--- src/ectt_pkg.sv ---
// Shared types and constants for the event coalescing throttle table.
// Used by ectt_entry_unit, ectt_seq and event_coalescing_throttle_table_core.
`default_nettype none

package ectt_pkg;

  // Table sizes and key width
  localparam int ACTIVE_DEPTH  = 16;
  localparam int WAITING_DEPTH = 16;
  localparam int KEY_BITS      = 32;

  // Widths of the external fields
  localparam int KEY_FIELD_W = 32;
  localparam int CNT_W       = 8;
  localparam int CFG_IDX_W   = 2;

  // Keys are held at the narrower of the table key width and the port width
  localparam int KEY_W = (KEY_BITS < KEY_FIELD_W) ? KEY_BITS : KEY_FIELD_W;

  // Table index and occupancy widths
  localparam int MAX_DEPTH = (ACTIVE_DEPTH > WAITING_DEPTH) ? ACTIVE_DEPTH : WAITING_DEPTH;
  localparam int AIDX_W    = (ACTIVE_DEPTH > 1) ? $clog2(ACTIVE_DEPTH) : 1;
  localparam int WIDX_W    = (WAITING_DEPTH > 1) ? $clog2(WAITING_DEPTH) : 1;
  localparam int AUSED_W   = $clog2(ACTIVE_DEPTH + 1);
  localparam int WUSED_W   = $clog2(WAITING_DEPTH + 1);
  localparam int WALK_W    = $clog2(MAX_DEPTH + 1);

  // Command codes
  localparam logic CMD_EVENT = 1'b0;
  localparam logic CMD_TICK  = 1'b1;

  // Configuration register indexes
  localparam logic [CFG_IDX_W-1:0] CFG_ACTIVE_TIMEOUT = 2'd0;
  localparam logic [CFG_IDX_W-1:0] CFG_WAIT_TIMEOUT   = 2'd1;

  localparam logic [CNT_W-1:0] TIMEOUT_RESET = 8'd5;

  // Timeout settings handed to the sequencer
  typedef struct packed {
    logic [CNT_W-1:0] active_timeout;
    logic [CNT_W-1:0] wait_timeout;
  } timeouts_t;

  // One emission pushed from the sequencer to the output register
  typedef struct packed {
    logic             valid;
    logic [KEY_W-1:0] key;
    logic             last;
  } emit_t;

endpackage : ectt_pkg

`default_nettype wire

--- src/event_coalescing_throttle_table_core.sv ---
// Top level of the event coalescing throttle table: channels, timeout
// registers and the output register. Depends on ectt_pkg and ectt_seq.
//
//   channel | direction | handshake            | payload
//   --------+-----------+----------------------+-------------------------
//   in      | input     | in_valid / in_stall  | command, key
//   out     | output    | out_valid / out_stall| emitted_key, last
//   cfg     | input     | cfg_valid / cfg_ready| cfg_index, cfg_data
//
// Each item keeps the block busy until its walk ends: an event searches active,
// then waiting, closing the gap it leaves; a tick counts down active, then
// waiting. One compare/countdown unit serves both walks, one entry per cycle
// while the output accepts; the next item transfers once the block is idle.
// rst is synchronous; both tables read as empty and both timeouts read 5.
// A stalled output holds its result and pauses the walk at the next result.
`default_nettype none

module event_coalescing_throttle_table_core
  import ectt_pkg::*;
(
  input  wire logic                   clk,
  input  wire logic                   rst,
  input  wire logic                   in_valid,
  output logic                        in_stall,
  input  wire logic                   command,
  input  wire logic [KEY_FIELD_W-1:0] key,
  output logic                        out_valid,
  input  wire logic                   out_stall,
  output logic [KEY_FIELD_W-1:0]      emitted_key,
  output logic                        last,
  input  wire logic                   cfg_valid,
  output logic                        cfg_ready,
  input  wire logic [CFG_IDX_W-1:0]   cfg_index,
  input  wire logic [CNT_W-1:0]       cfg_data
);

  timeouts_t timeouts;
  emit_t     emit;
  logic      busy;
  logic      emit_ready;
  logic      in_xfer;

  assign cfg_ready  = 1'b1;
  assign in_stall   = busy;
  assign in_xfer    = in_valid && !in_stall;
  assign emit_ready = !out_valid || !out_stall;

  // Store timeout registers; unknown indexes drop the write
  always_ff @(posedge clk) begin
    if (rst) begin
      timeouts.active_timeout <= TIMEOUT_RESET;
      timeouts.wait_timeout   <= TIMEOUT_RESET;
    end else if (cfg_valid && cfg_ready) begin
      unique case (cfg_index)
        CFG_ACTIVE_TIMEOUT: timeouts.active_timeout <= cfg_data;
        CFG_WAIT_TIMEOUT:   timeouts.wait_timeout   <= cfg_data;
        default: ;
      endcase
    end
  end

  ectt_seq u_seq (
    .clk           (clk),
    .rst           (rst),
    .start         (in_xfer),
    .start_command (command),
    .start_key     (key[KEY_W-1:0]),
    .timeouts      (timeouts),
    .emit_ready    (emit_ready),
    .busy          (busy),
    .emit          (emit)
  );

  // Output register: load a pushed result, drop it once transferred
  always_ff @(posedge clk) begin
    if (rst) begin
      out_valid <= 1'b0;
    end else if (emit.valid) begin
      out_valid <= 1'b1;
    end else if (!out_stall) begin
      out_valid <= 1'b0;
    end
    if (emit.valid) begin
      emitted_key <= KEY_FIELD_W'(emit.key);
      last        <= emit.last;
    end
  end

  // The sequencer pushes only into a free output slot
  assert property (@(posedge clk) disable iff (rst) emit.valid |-> emit_ready)
    else $error("result pushed while output register is occupied");

  // An idle block has no result left to push
  assert property (@(posedge clk) disable iff (rst) !in_stall |-> !emit.valid)
    else $error("result pushed while idle");

  // A new result appears only after a push
  assert property (@(posedge clk) disable iff (rst) $rose(out_valid) |-> $past(emit.valid))
    else $error("output became valid without a push");

  // An accepted item always makes the block busy in the cycle after
  assert property (@(posedge clk) disable iff (rst) in_xfer |=> in_stall)
    else $error("block not busy after accepting an item");

endmodule : event_coalescing_throttle_table_core

`default_nettype wire

--- src/ectt_entry_unit.sv ---
// Shared compare and countdown unit applied to one table entry per cycle.
// Depends on ectt_pkg for key and count widths.
`default_nettype none

module ectt_entry_unit
  import ectt_pkg::*;
(
  input  wire logic [KEY_W-1:0] probe_key,
  input  wire logic [KEY_W-1:0] entry_key,
  input  wire logic [CNT_W-1:0] entry_count,
  output logic                  hit,
  output logic                  expire,
  output logic [CNT_W-1:0]      dec_count
);

  // Match the probe, test for expiry (count of zero or one), count down
  always_comb begin
    hit       = (probe_key == entry_key);
    expire    = (entry_count <= CNT_W'(1));
    dec_count = entry_count - CNT_W'(1);
  end

endmodule : ectt_entry_unit

`default_nettype wire

--- src/ectt_seq.sv ---
// Sequencer and table storage: walks the active and waiting tables one
// entry per cycle through the shared ectt_entry_unit. Depends on ectt_pkg.
`default_nettype none

module ectt_seq
  import ectt_pkg::*;
(
  input  wire logic             clk,
  input  wire logic             rst,
  input  wire logic             start,
  input  wire logic             start_command,
  input  wire logic [KEY_W-1:0] start_key,
  input  wire timeouts_t        timeouts,
  input  wire logic             emit_ready,
  output logic                  busy,
  output emit_t                 emit
);

  typedef enum logic [2:0] {
    S_IDLE,
    S_ASRCH,
    S_WSRCH,
    S_SHIFT,
    S_MOVE,
    S_TACT,
    S_TWAIT
  } state_t;

  // Control registers
  state_t               state, state_next;
  logic [KEY_W-1:0]     cur_key, cur_key_next;
  logic [WALK_W-1:0]    idx, idx_next;
  logic [WALK_W-1:0]    wr, wr_next;
  logic [AUSED_W-1:0]   a_used, a_used_next;
  logic [WUSED_W-1:0]   w_used, w_used_next;
  logic [WIDX_W-1:0]    w_head, w_head_next;
  logic                 pend_valid, pend_valid_next;
  logic [KEY_W-1:0]     pend_key, pend_key_next;

  // Table storage; active is linear, waiting is a ring starting at w_head
  logic [KEY_W-1:0]     a_key [ACTIVE_DEPTH];
  logic [CNT_W-1:0]     a_cnt [ACTIVE_DEPTH];
  logic [KEY_W-1:0]     w_key [WAITING_DEPTH];
  logic [CNT_W-1:0]     w_cnt [WAITING_DEPTH];

  // Write ports
  logic                 a_we;
  logic [AIDX_W-1:0]    a_wa;
  logic [KEY_W-1:0]     a_wkey;
  logic [CNT_W-1:0]     a_wcnt;
  logic                 w_we;
  logic [WIDX_W-1:0]    w_wa;
  logic [KEY_W-1:0]     w_wkey;
  logic [CNT_W-1:0]     w_wcnt;

  // Read side and shared unit
  logic [KEY_W-1:0]     a_rkey;
  logic [CNT_W-1:0]     a_rcnt;
  logic [WIDX_W-1:0]    w_ra;
  logic [KEY_W-1:0]     w_rkey;
  logic [CNT_W-1:0]     w_rcnt;
  logic                 use_active;
  logic [KEY_W-1:0]     u_key;
  logic [CNT_W-1:0]     u_cnt;
  logic                 u_hit;
  logic                 u_expire;
  logic [CNT_W-1:0]     u_dec;

  // Waiting append request
  logic                 w_app;
  logic [KEY_W-1:0]     w_app_key;

  logic [WALK_W-1:0]    idx_inc;
  logic                 a_end;
  logic                 w_end;
  logic                 a_full;
  logic                 w_full;

  // Map a logical waiting position onto the ring
  function automatic logic [WIDX_W-1:0] wphys(input logic [WIDX_W-1:0] head,
                                              input logic [WALK_W-1:0] pos);
    logic [WALK_W:0] sum;
    sum = (WALK_W+1)'(head) + (WALK_W+1)'(pos);
    if (sum >= (WALK_W+1)'(WAITING_DEPTH)) begin
      sum = sum - (WALK_W+1)'(WAITING_DEPTH);
    end
    return sum[WIDX_W-1:0];
  endfunction

  function automatic logic [WIDX_W-1:0] whead_inc(input logic [WIDX_W-1:0] head);
    logic [WIDX_W-1:0] res;
    if (head == WIDX_W'(WAITING_DEPTH - 1)) begin
      res = '0;
    end else begin
      res = head + WIDX_W'(1);
    end
    return res;
  endfunction

  // Read one entry of each table
  always_comb begin
    w_ra   = wphys(w_head, idx);
    a_rkey = a_key[idx[AIDX_W-1:0]];
    a_rcnt = a_cnt[idx[AIDX_W-1:0]];
    w_rkey = w_key[w_ra];
    w_rcnt = w_cnt[w_ra];
    use_active = (state == S_ASRCH) || (state == S_TACT);
    u_key  = use_active ? a_rkey : w_rkey;
    u_cnt  = use_active ? a_rcnt : w_rcnt;
  end

  ectt_entry_unit u_entry (
    .probe_key   (cur_key),
    .entry_key   (u_key),
    .entry_count (u_cnt),
    .hit         (u_hit),
    .expire      (u_expire),
    .dec_count   (u_dec)
  );

  // Sequencer next-state logic
  always_comb begin
    state_next      = state;
    cur_key_next    = cur_key;
    idx_next        = idx;
    wr_next         = wr;
    a_used_next     = a_used;
    w_used_next     = w_used;
    w_head_next     = w_head;
    pend_valid_next = pend_valid;
    pend_key_next   = pend_key;
    a_we            = 1'b0;
    a_wa            = idx[AIDX_W-1:0];
    a_wkey          = a_rkey;
    a_wcnt          = timeouts.active_timeout;
    w_we            = 1'b0;
    w_wa            = wphys(w_head, wr);
    w_wkey          = w_rkey;
    w_wcnt          = u_dec;
    w_app           = 1'b0;
    w_app_key       = cur_key;
    emit            = '0;

    idx_inc = idx + WALK_W'(1);
    a_end   = (idx == WALK_W'(a_used));
    w_end   = (idx == WALK_W'(w_used));
    a_full  = (a_used == AUSED_W'(ACTIVE_DEPTH));
    w_full  = (w_used == WUSED_W'(WAITING_DEPTH));

    unique case (state)
      S_IDLE: begin
        if (start) begin
          cur_key_next = start_key;
          idx_next     = '0;
          wr_next      = '0;
          state_next   = (start_command == CMD_TICK) ? S_TACT : S_ASRCH;
        end
      end

      // Look for the key among active entries; restart its countdown on a hit
      S_ASRCH: begin
        if (a_end) begin
          idx_next   = '0;
          state_next = S_WSRCH;
        end else if (u_hit) begin
          a_we       = 1'b1;
          state_next = S_IDLE;
        end else begin
          idx_next = idx_inc;
        end
      end

      // Look for the key among waiting entries; report it at once if absent
      S_WSRCH: begin
        if (w_end) begin
          if (emit_ready) begin
            emit       = '{valid: 1'b1, key: cur_key, last: 1'b1};
            w_app      = 1'b1;
            state_next = S_IDLE;
          end
        end else if (u_hit) begin
          if (idx_inc == WALK_W'(w_used)) begin
            w_used_next = w_used - WUSED_W'(1);
            state_next  = S_MOVE;
          end else begin
            wr_next    = idx;
            idx_next   = idx_inc;
            state_next = S_SHIFT;
          end
        end else begin
          idx_next = idx_inc;
        end
      end

      // Close the gap left by the removed waiting entry
      S_SHIFT: begin
        w_we     = 1'b1;
        w_wcnt   = w_rcnt;
        wr_next  = wr + WALK_W'(1);
        idx_next = idx_inc;
        if (idx_inc == WALK_W'(w_used)) begin
          w_used_next = w_used - WUSED_W'(1);
          state_next  = S_MOVE;
        end
      end

      // Append to the active table, or report at once when it is full
      S_MOVE: begin
        if (!a_full) begin
          a_we        = 1'b1;
          a_wa        = a_used[AIDX_W-1:0];
          a_wkey      = cur_key;
          a_used_next = a_used + AUSED_W'(1);
          state_next  = S_IDLE;
        end else if (emit_ready) begin
          emit       = '{valid: 1'b1, key: cur_key, last: 1'b1};
          w_app      = 1'b1;
          state_next = S_IDLE;
        end
      end

      // Tick over active entries: hold each expiry until the next one shows
      // whether it is the final report
      S_TACT: begin
        if (a_end) begin
          if (!pend_valid || emit_ready) begin
            if (pend_valid) begin
              emit = '{valid: 1'b1, key: pend_key, last: 1'b1};
            end
            pend_valid_next = 1'b0;
            a_used_next     = AUSED_W'(wr);
            idx_next        = '0;
            wr_next         = '0;
            state_next      = S_TWAIT;
          end
        end else if (u_expire) begin
          if (!pend_valid || emit_ready) begin
            if (pend_valid) begin
              emit = '{valid: 1'b1, key: pend_key, last: 1'b0};
            end
            pend_valid_next = 1'b1;
            pend_key_next   = a_rkey;
            w_app           = 1'b1;
            w_app_key       = a_rkey;
            idx_next        = idx_inc;
          end
        end else begin
          a_we     = 1'b1;
          a_wa     = wr[AIDX_W-1:0];
          a_wcnt   = u_dec;
          wr_next  = wr + WALK_W'(1);
          idx_next = idx_inc;
        end
      end

      // Tick over waiting entries: count down and drop expired ones
      S_TWAIT: begin
        if (w_end) begin
          w_used_next = WUSED_W'(wr);
          state_next  = S_IDLE;
        end else begin
          if (!u_expire) begin
            w_we    = 1'b1;
            wr_next = wr + WALK_W'(1);
          end
          idx_next = idx_inc;
        end
      end

      default: begin
        state_next = S_IDLE;
      end
    endcase

    // Append to the waiting table, evicting the oldest entry when full
    if (w_app) begin
      w_we   = 1'b1;
      w_wkey = w_app_key;
      w_wcnt = timeouts.wait_timeout;
      if (w_full) begin
        w_wa        = w_head;
        w_head_next = whead_inc(w_head);
      end else begin
        w_wa        = wphys(w_head, WALK_W'(w_used));
        w_used_next = w_used + WUSED_W'(1);
      end
    end
  end

  assign busy = (state != S_IDLE);

  // Hold state and control registers
  always_ff @(posedge clk) begin
    if (rst) begin
      state      <= S_IDLE;
      a_used     <= '0;
      w_used     <= '0;
      w_head     <= '0;
      pend_valid <= 1'b0;
    end else begin
      state      <= state_next;
      a_used     <= a_used_next;
      w_used     <= w_used_next;
      w_head     <= w_head_next;
      pend_valid <= pend_valid_next;
    end
    cur_key  <= cur_key_next;
    idx      <= idx_next;
    wr       <= wr_next;
    pend_key <= pend_key_next;
  end

  // Write table entries
  always_ff @(posedge clk) begin
    if (a_we) begin
      a_key[a_wa] <= a_wkey;
      a_cnt[a_wa] <= a_wcnt;
    end
    if (w_we) begin
      w_key[w_wa] <= w_wkey;
      w_cnt[w_wa] <= w_wcnt;
    end
  end

endmodule : ectt_seq

`default_nettype wire
--- config.mk ---
export PLATFORM = sky130hd
export DESIGN_NAME = event_coalescing_throttle_table_core
export DESIGN_NICKNAME = d
export VERILOG_FILES = /design/src/ectt_pkg.sv /design/src/event_coalescing_throttle_table_core.sv /design/src/ectt_entry_unit.sv /design/src/ectt_seq.sv
export SDC_FILE = /design/constraint.sdc
export NUM_CORES = 1
export LEC_CHECK = 0
export ABC_AREA = 1
export BUFFER_PORTS_ARGS = -buffer_cell sky130_fd_sc_hd__buf_4
export CAP_MARGIN = 20
export CORE_ASPECT_RATIO = 1.1
export CORE_MARGIN = 2
export CORE_UTILIZATION = 45
export DETAILED_ROUTE_END_ITERATION = 6
export GPL_ROUTABILITY_DRIVEN = 1
export PLACE_DENSITY = 0.61
export SLEW_MARGIN = 20
export SYNTH_ARGS = -nofsm -noshare
export SYNTH_HDL_FRONTEND = slang
export SYNTH_SLANG_ARGS = --single-unit
--- constraint.sdc ---
create_clock -name clk -period 7.4 [get_ports clk]
set_clock_uncertainty 0.2 [all_clocks]
set_input_delay 1.48 -clock clk [delete_from_list [all_inputs] [get_ports clk]]
set_output_delay 1.48 -clock clk [all_outputs]
set_load 0.01 [all_outputs]
==> results of run 1 <==
cells by family after synthesis:
family          synth area share (%)
other cells                 0.006214
fa+ha+maj                     0.4727
buf+inv                        3.703
flops                          70.31
compound gates                 3.809
mux                          0.01659
xor+xnor                      0.5909
simple gates                   21.10
worst min-delay path by stage:
stage / to / slack [ns] / depth (start not counted)
after floorplan: timeouts[10] / 0.23 / 2
after global placement: u_seq.pend_valid / 0.25 / 2
after detailed placement: timeouts[3] / 0.27 / 2
after CTS: timeouts[3] / 0.28 / 2
after global routing: timeouts[3] / 0.29 / 2
final: timeouts[3] / 0.28 / 2
metal layers:
| layer | share of wire (%) | routed length [µm] | vias up | GRT usage, % |
|---|---|---|---|---|
| met5 | 0.0069 | 12 | - | 0 |
| met4 | 3.1 | 5312 | 2 | 8.681 |
| met3 | 8.9 | 15540 | 310 | 4.160 |
| met2 | 47 | 81270 | 1953 | 40.03 |
| met1 | 41 | 72000 | 20240 | 35.08 |
| li1 | - | - | 19060 | - |
metrics by stage:
step,instances,setup slack [ns],hold slack (ns),cell area [µm²]
5_1_grt,7332,0.7927,0.2892,68440
3_5_place_dp,7067,1.329,0.2689,63680
3_3_place_gp,7066,1.300,0.2485,63670
2_1_floorplan,5368,1.475,0.2292,60350
4_1_cts,7332,1.288,0.2770,68430
6_report,7332,1.254,0.2792,68440
cell usage in the layout, fill, tap and decap left out, drive strengths merged, types with 2 or more instances in the layout:
cell,n
clkbuf,184
a21oi,24
clkinvlp,4
xnor2,14
fa,3
bufinv,14
nor2,265
o211ai,36
o22ai,8
ha,18
a221oi,2
xor2,25
a2111oi,3
nand2,1554
nor3,8
o221ai,17
buf,247
a22oi,7
nand3b,3
nand3,1125
nand4,12
clkinv,61
dfxtp,39
o21ai,310
edfxtp,1387
inv,175
a31oi,5
final cells by class:
cell class	count	share of cell area, %
Tap cell	1775	3.245
Sequential cell	1426	62.01
Multi-Input combinational cell	3446	23.43
Timing Repair Buffer	247	3.386
Clock inverter	81	1.194
Inverter	173	0.9853
Clock buffer	184	5.747
registers in the layout (all words and copies together), names as in the netlist, 3 cells and up, named ones only:
signal          count
u_seq.w_cnt       128
u_seq.a_key       512
u_seq.a_cnt       128
u_seq.state         3
timeouts           16
u_seq.cur_key      32
u_seq.a_used        5
u_seq.wr            5
u_seq.w_head        4
u_seq.idx           5
u_seq.w_used        5
emitted_key        32
u_seq.w_key       512
u_seq.pend_key     32
critical path, cell delays in order, from the launching register on:
cell	delay, ns
edfxtp_1	0.58
ha_4	0.26
fa_4	0.79
inv_6	0.41
o21ai_0	0.18
o22ai_1	0.14
nand2_1	0.07
nand3_1	0.15
nand2_1	0.08
nand2_1	0.06
o21ai_1	0.10
inv_1	0.15
ha_1	0.18
o21ai_1	0.06
nor2_1	0.22
nand2_2	0.24
nand2_2	0.33
o21ai_1	0.11
o21ai_1	0.11
nand2_1	0.07
nor2_1	0.14
nand2_1	0.25
nor2_4	0.16
buf_4	0.61
power by group:
group / leakage, nW / internal, mW / switching (mW) / total, mW
Clock: 2.31 / 4.27 / 3.10 / 7.37
Combinational: 9.66 / 2.80 / 8.43 / 11.2
Sequential: 12.9 / 11.7 / 0.324 / 12.0
==> reports/qor.yml, run 1 <==
clocking:
  cts_tree: "done"
  post_cts_buffers: 0
  clk_latency_ns: 0.79
  cts_buffer_depth: 3
  htreeDepth: 4
  cts_root_buffer: "clkbuf_16"
  ctsResizeCount: 0
  clk_pin_slew_ns: 0.06
  numCtsBuffers: 149
  cts_sinks: 1426
  cts_hold_buf: 0
global_route:
  grt_usage_pct: 25.15
  grt_max_degree: 160
  grt_pass1_vias: 39240
  grt_overflow_total: 0
  grt_pass1_wl_mm: 257.6
  antenna_found_initial: 4
critical_path:
  crit_path_end_kind: "flop"
  r2r_slack_ns: 1.25
  crit_path_start_kind: "flop"
  cp.arrival_ns: 6.34
  crit_path_end: "u_seq.a_key[5][15]"
  worstRegToRegCells: 23
  r2r_start: "u_seq.idx[0]"
  criticalPathCategory: "reg2reg"
  crit_start: "u_seq.idx[0]"
  path_max_fanout: 50
  cp.required_ns: 7.60
  timing.rr.end: "u_seq.a_key[5][15]"
finish:
  multi_input_area_mm2: 0.01604
  nNetsFinal: 5512
  antenna_cells: 0
  fin_util_pct: 51.55
  drive_gt1_share_pct: 9.771
  fillers: 11520
  seq_area_mm2: 0.04244
  syn2layout_area_growth_pct: 13.41
route:
  drcViolationCount: 0
  drtIter0Drc: 5244
  first_pass_iters: 6
  antenna_left: 0
  avgRoutedWirePerCell_um: 23.75
  via_per_inst: 5.669
  wl_mm: 174.1
  vias: 41570
logic_synthesis:
  ys_warn_count: 0
  avgSynthCellArea_um2: 11.24
  synth-seq-cells: 1426
  synth-edff-count: 1387
  yosysMostFrequentCell: "nand2_1"
  syn_area_mm2: 0.06035
  synth_cell_type_count: 50
  synthArstFlopShare_pct: 0
  synth_area_leader_cell: "edfxtp_1"
  synthCells: 5368
  seq_area_frac_synth_pct: 70.31
  yosys_most_used_dff: "edfxtp_1"
  synth_area_leaders: "edfxtp_1, nand2_1, nand3_1"
  synthesis.nets: 5437
  yosysTopAreaCellShare_pct: 69.01
  synth_common_cells: "nand2_1, edfxtp_1, nand3_1, o21ai_0, nor2_1"
worst_hold_path:
  hold_class: "reg2reg"
  min_from: "timeouts[3]"
placed_design:
  gp_congestion: 0.8977
  hpwl_mm: 101.0
  io_buffers: 82
power_and_ir_drop:
  total_power_mw: 30.62
  p_leak_nw: 24.89
  irDropWorstVdd_mv: 0.3283
  power_density_mw_per_mm2: 447.4
floorplan:
  design.die.area_mm2: 0.1371
  core_area_mm2: 0.1328
  dieWidth_um: 353.2
  fp-row-count: 140
  start_util_pct: 45.45
  ioPinCount: 84
  die-height_um: 388.1
timing:
  setup_viol: 0
  worst_slew_pin_slew_ns: 1.202
  layout_min_cycle_time_ns: 6.146
  max_freq_mhz: 162.7
  slew-limit-headroom_pct: 19.32
  period_share_pct: 83.06
  slew_viol_final: 0
  fin_setup_tns_ns: 0
  rsz0062_at_grt: "no"
  hold_viol: 0
flow_run:
  maxCapViolCount: 0
outcome:
  status: "finished clean"
No activity file was read; power rests on OpenSTA's default activity.
==> inputs of run 2 (changes only) <==
- ABC_AREA: 1 -> 0
- clock period: 7.4 -> 5.98 ns (I/O delays scaled with it)
==> run 2 against run 1 <==
  * Synthesized cell count is 40% lower
  * Sequential power is 22% higher
  * Cell area hardly changed
  * Global-route usage is 0.75 points lower
  * Worst hold slack better by 0.035 ns
  * Flip-flop and latch count stayed put
  * Critical endpoint is now u_seq.a_key[7][9]
  * Highest routed layer unchanged
==> reports/qor.yml, run 2 <==
logic_synthesis:
  yosysTopAreaCellShare_pct: 70.59  # was 69.01%
  synth-seq-cells: 1426  # unchanged
  synth_cell_type_count: 91  # was 50
  synthCells: 3211  # was 5368
  synth_area_leader_cell: "edfxtp_1"  # unchanged
  synthesis.nets: 3280  # was 5437
  syn_area_mm2: 0.05900  # was 0.06035 mm²
  ys_warn_count: 0  # unchanged
  avgSynthCellArea_um2: 18.38  # was 11.24 µm²
  synth_area_leaders: "edfxtp_1, mux4_2, mux2i_1"  # was edfxtp_1, nand2_1, nand3_1
  synthArstFlopShare_pct: 0  # unchanged
  yosysMostFrequentCell: "edfxtp_1"  # was nand2_1
  synth-edff-count: 1387  # unchanged
  seq_area_frac_synth_pct: 71.91  # was 70.31%
  synth_common_cells: "edfxtp_1, mux4_2, nand2_1, nor2_1, mux2i_1"  # was nand2_1, edfxtp_1, nand3_1, o21ai_0, nor2_1
  yosys_most_used_dff: "edfxtp_1"  # unchanged
clocking:
  cts_hold_buf: 0  # unchanged
  cts_root_buffer: "clkbuf_16"  # unchanged
  numCtsBuffers: 144  # was 149
  cts_buffer_depth: 3  # unchanged
  cts_tree: "done"  # unchanged
  htreeDepth: 4  # unchanged
  cts_sinks: 1426  # unchanged
  clk_latency_ns: 0.78  # was 0.79 ns
  clk_pin_slew_ns: 0.06  # about the same
power_and_ir_drop:
  irDropWorstVdd_mv: 0.3052  # was 0.3283 mV
  power_density_mw_per_mm2: 524.0  # was 447.4 mW/mm²
  p_leak_nw: 22.03  # was 24.89 nW
finish:
  multi_input_area_mm2: 0.01606  # was 0.01604 mm²
  drive_gt1_share_pct: 27.31  # was 9.771%
  top_regs: "u_seq.a_key: 512 flops, u_seq.w_key: 512 flops"  # unchanged
  syn2layout_area_growth_pct: 15.95  # was 13.41%
  final_cell_mix: "edfxtp_1, mux4_2, buf_4"  # was nand2_1, edfxtp_1, nand3_1
  antenna_cells: 0  # unchanged
  stdcell_area_mm2: 0.06841  # was 0.06844 mm²
  layout_commonest_cell: "edfxtp_1"  # was nand2_1
  seq_area_mm2: 0.04244  # about the same
  fillers: 10150  # was 11520
  nNetsFinal: 3545  # was 5512
  fin_util_pct: 52.52  # was 51.55%
critical_path:
  crit_path_start_kind: "flop"  # unchanged
  path_max_fanout: 29  # was 50
  worstPathCellList: "ha_4 -> fa_4 -> buf_12 -> buf_12 -> mux4_2 -> mux2i_2 -> xor2_1 -> o211ai_1 -> nor4_1 -> a21o_1 -> nand3_1 -> nor4_4 -> buf_4 -> a211oi_4 -> buf_12 -> nor4_4 -> buf_12"  # was ha_4 -> fa_4 -> inv_6 -> o21ai_0 -> o22ai_1 -> nand2_1 -> nand3_1 -> nand2_1 -> nand2_1 -> o21ai_1 -> inv_1 -> ha_1 -> o21ai_1 -> nor2_1 -> nand2_2 -> nand2_2 -> o21ai_1 -> o21ai_1 -> nand2_1 -> nor2_1 -> nand2_1 -> nor2_4 -> buf_4
  crit_path_top_delay_cell: "fa_4"  # unchanged
  worstRegToRegCells: 17  # was 23
  crit_path_end_kind: "flop"  # unchanged
  criticalPathCategory: "reg2reg"  # unchanged
  slowest_delay_ns: 0.84  # was 0.79 ns
  cp.required_ns: 6.22  # was 7.60 ns
  cp_common_cell: "buf_12"  # was nand2_1
  cp.arrival_ns: 6.07  # was 6.34 ns
route:
  drcViolationCount: 0  # unchanged
  vias: 32750  # was 41570
  antenna_left: 0  # unchanged
  wl_mm: 163.3  # was 174.1 mm
  via_per_inst: 6.201  # was 5.669
  avgRoutedWirePerCell_um: 30.92  # was 23.75 µm
  drtIter0Drc: 4485  # was 5244
  first_pass_iters: 6  # unchanged
floorplan:
  ioPinCount: 84  # unchanged
  design.die.area_mm2: 0.1340  # was 0.1371 mm²
  die-height_um: 383.8  # was 388.1 µm
  dieWidth_um: 349.3  # was 353.2 µm
  core_area_mm2: 0.1303  # was 0.1328 mm²
  start_util_pct: 45.30  # was 45.45%
  fp-row-count: 139  # was 140
timing:
  slew_viol_final: 0  # unchanged
  slew-limit-headroom_pct: 19.47  # was 19.32%
  period_share_pct: 97.53  # was 83.06%
  setup_viol: 0  # unchanged
  layout_min_cycle_time_ns: 5.833  # was 6.146 ns
  hold_viol: 0  # unchanged
  holdWs_ns: 0.3143  # was 0.2792 ns
  worst_slew_pin_slew_ns: 1.174  # was 1.202 ns
  setup_ws_ns: 0.1475  # was 1.254 ns
  fin_setup_tns_ns: 0  # unchanged
  max_freq_mhz: 171.5  # was 162.7 MHz
worst_hold_path:
  hold_class: "reg2reg"  # unchanged
  whs_path_depth: 2  # unchanged
flow_run:
  maxCapViolCount: 0  # unchanged
global_route:
  grt_pass1_wl_mm: 234.4  # was 257.6 mm
  antenna_found_initial: 6  # was 4
  grt_usage_pct: 24.40  # was 25.15%
  grt_use_met2_pct: 38.62  # was 40.03%
  grt_pass1_vias: 33060  # was 39240
  gr-usage-met1_pct: 34.23  # was 35.08%
  grt_max_degree: 63  # was 160
  met3_usage_pct: 4.653  # was 4.160%
  grt_overflow_total: 0  # unchanged
  globalRoute.busiestLayer: "met2"  # unchanged
placed_design:
  gp_congestion: 0.8999  # was 0.8977
  place_area_mm2: 0.06376  # was 0.06368 mm²
  hpwl_mm: 104.5  # was 101.0 mm
  dp_slack_ns: -0.09495  # was 1.329 ns
  io_buffers: 82  # unchanged
outcome:
  status: "finished clean"  # unchanged
run 2: cell count changes after synthesis, sizes merged, moves of 68 or more:
| cell | previous run | this run |
|---|---|---|
| nand3 | 1125 | 55 |
| mux2i | 1 | 141 |
| o21ai | 310 | 59 |
| buf | 216 | 109 |
| a21oi | 24 | 92 |
| mux4 | 0 | 320 |
| nand2 | 1554 | 226 |
| inv | 169 | 30 |
| nor2 | 265 | 147 |
run 2: stage by stage:
step	power (mW)	cells
final	35.85	5281
after global routing	37.17	5281
after CTS	35.76	5277
after detailed placement	27.16	5017
after global placement	26.82	5017
after floorplan	22.27	3211
run 2: repair_timing:
item                                    in CTS  in global routing
pin swaps                                    1                  2
gates cloned                                 0                  1
buffers inserted                             1                  1
resized for setup                            1                 12
endpoints found under the setup margin     480                614
run 2: critical path, delay by kind of cell, from the launching register on:
kind	cells	cell delay, ns
flip-flops	1	0.44
XOR/XNOR	1	0.38
adder cells (fa/ha/maj)	2	1.04
AO/OA/AOI/OAI	3	0.42
AND/OR/NAND/NOR	4	1.14
multiplexers	2	0.64
buffers and inverters	5	1.17
run 2: cells by family after synthesis:
logic type	count (synthesis)	synth area share [%]
fa+ha+maj	21	0.4835
simple gates	578	4.513
compound gates	356	4.091
flops	1426	71.91
buf+inv	220	1.942
other cells	1	0.006355
mux	517	15.69
xor+xnor	92	1.366
run 2: metal layers:
| layer | vias to the layer above | wire, µm |
|---|---|---|
| li1 | 13550 | - |
| met1 | 17210 | 65270 |
| met2 | 1667 | 77590 |
| met3 | 316 | 15360 |
| met4 | 2 | 5062 |
| met5 | - | 7 |
run 2: power breakdown:
| group | leakage (nW) | internal, mW | switching [mW] |
|---|---|---|---|
| Sequential | 12.8 | 14.1 | 0.519 |
| Combinational | 7.08 | 4.48 | 8.15 |
| Clock | 2.16 | 4.83 | 3.78 |
run 2: final timing paths:
kind | from | end | slack, ns
max reg2reg | u_seq.idx[0] | u_seq.a_key[7][9] | 0.15
max | u_seq.idx[0] | u_seq.a_key[7][9] | 0.15
min reg2reg | timeouts[2] | timeouts[2] | 0.31
min | timeouts[2] | timeouts[2] | 0.31
run 2: cell type report:
class	count	share of cell area (%)
timing repair buffer	308	4.665
multi-input combinational	1565	23.48
sequential	1426	62.04
inverter	31	0.1701
tap	1692	3.094
clock inverter	84	1.022
clock buffer	175	5.530
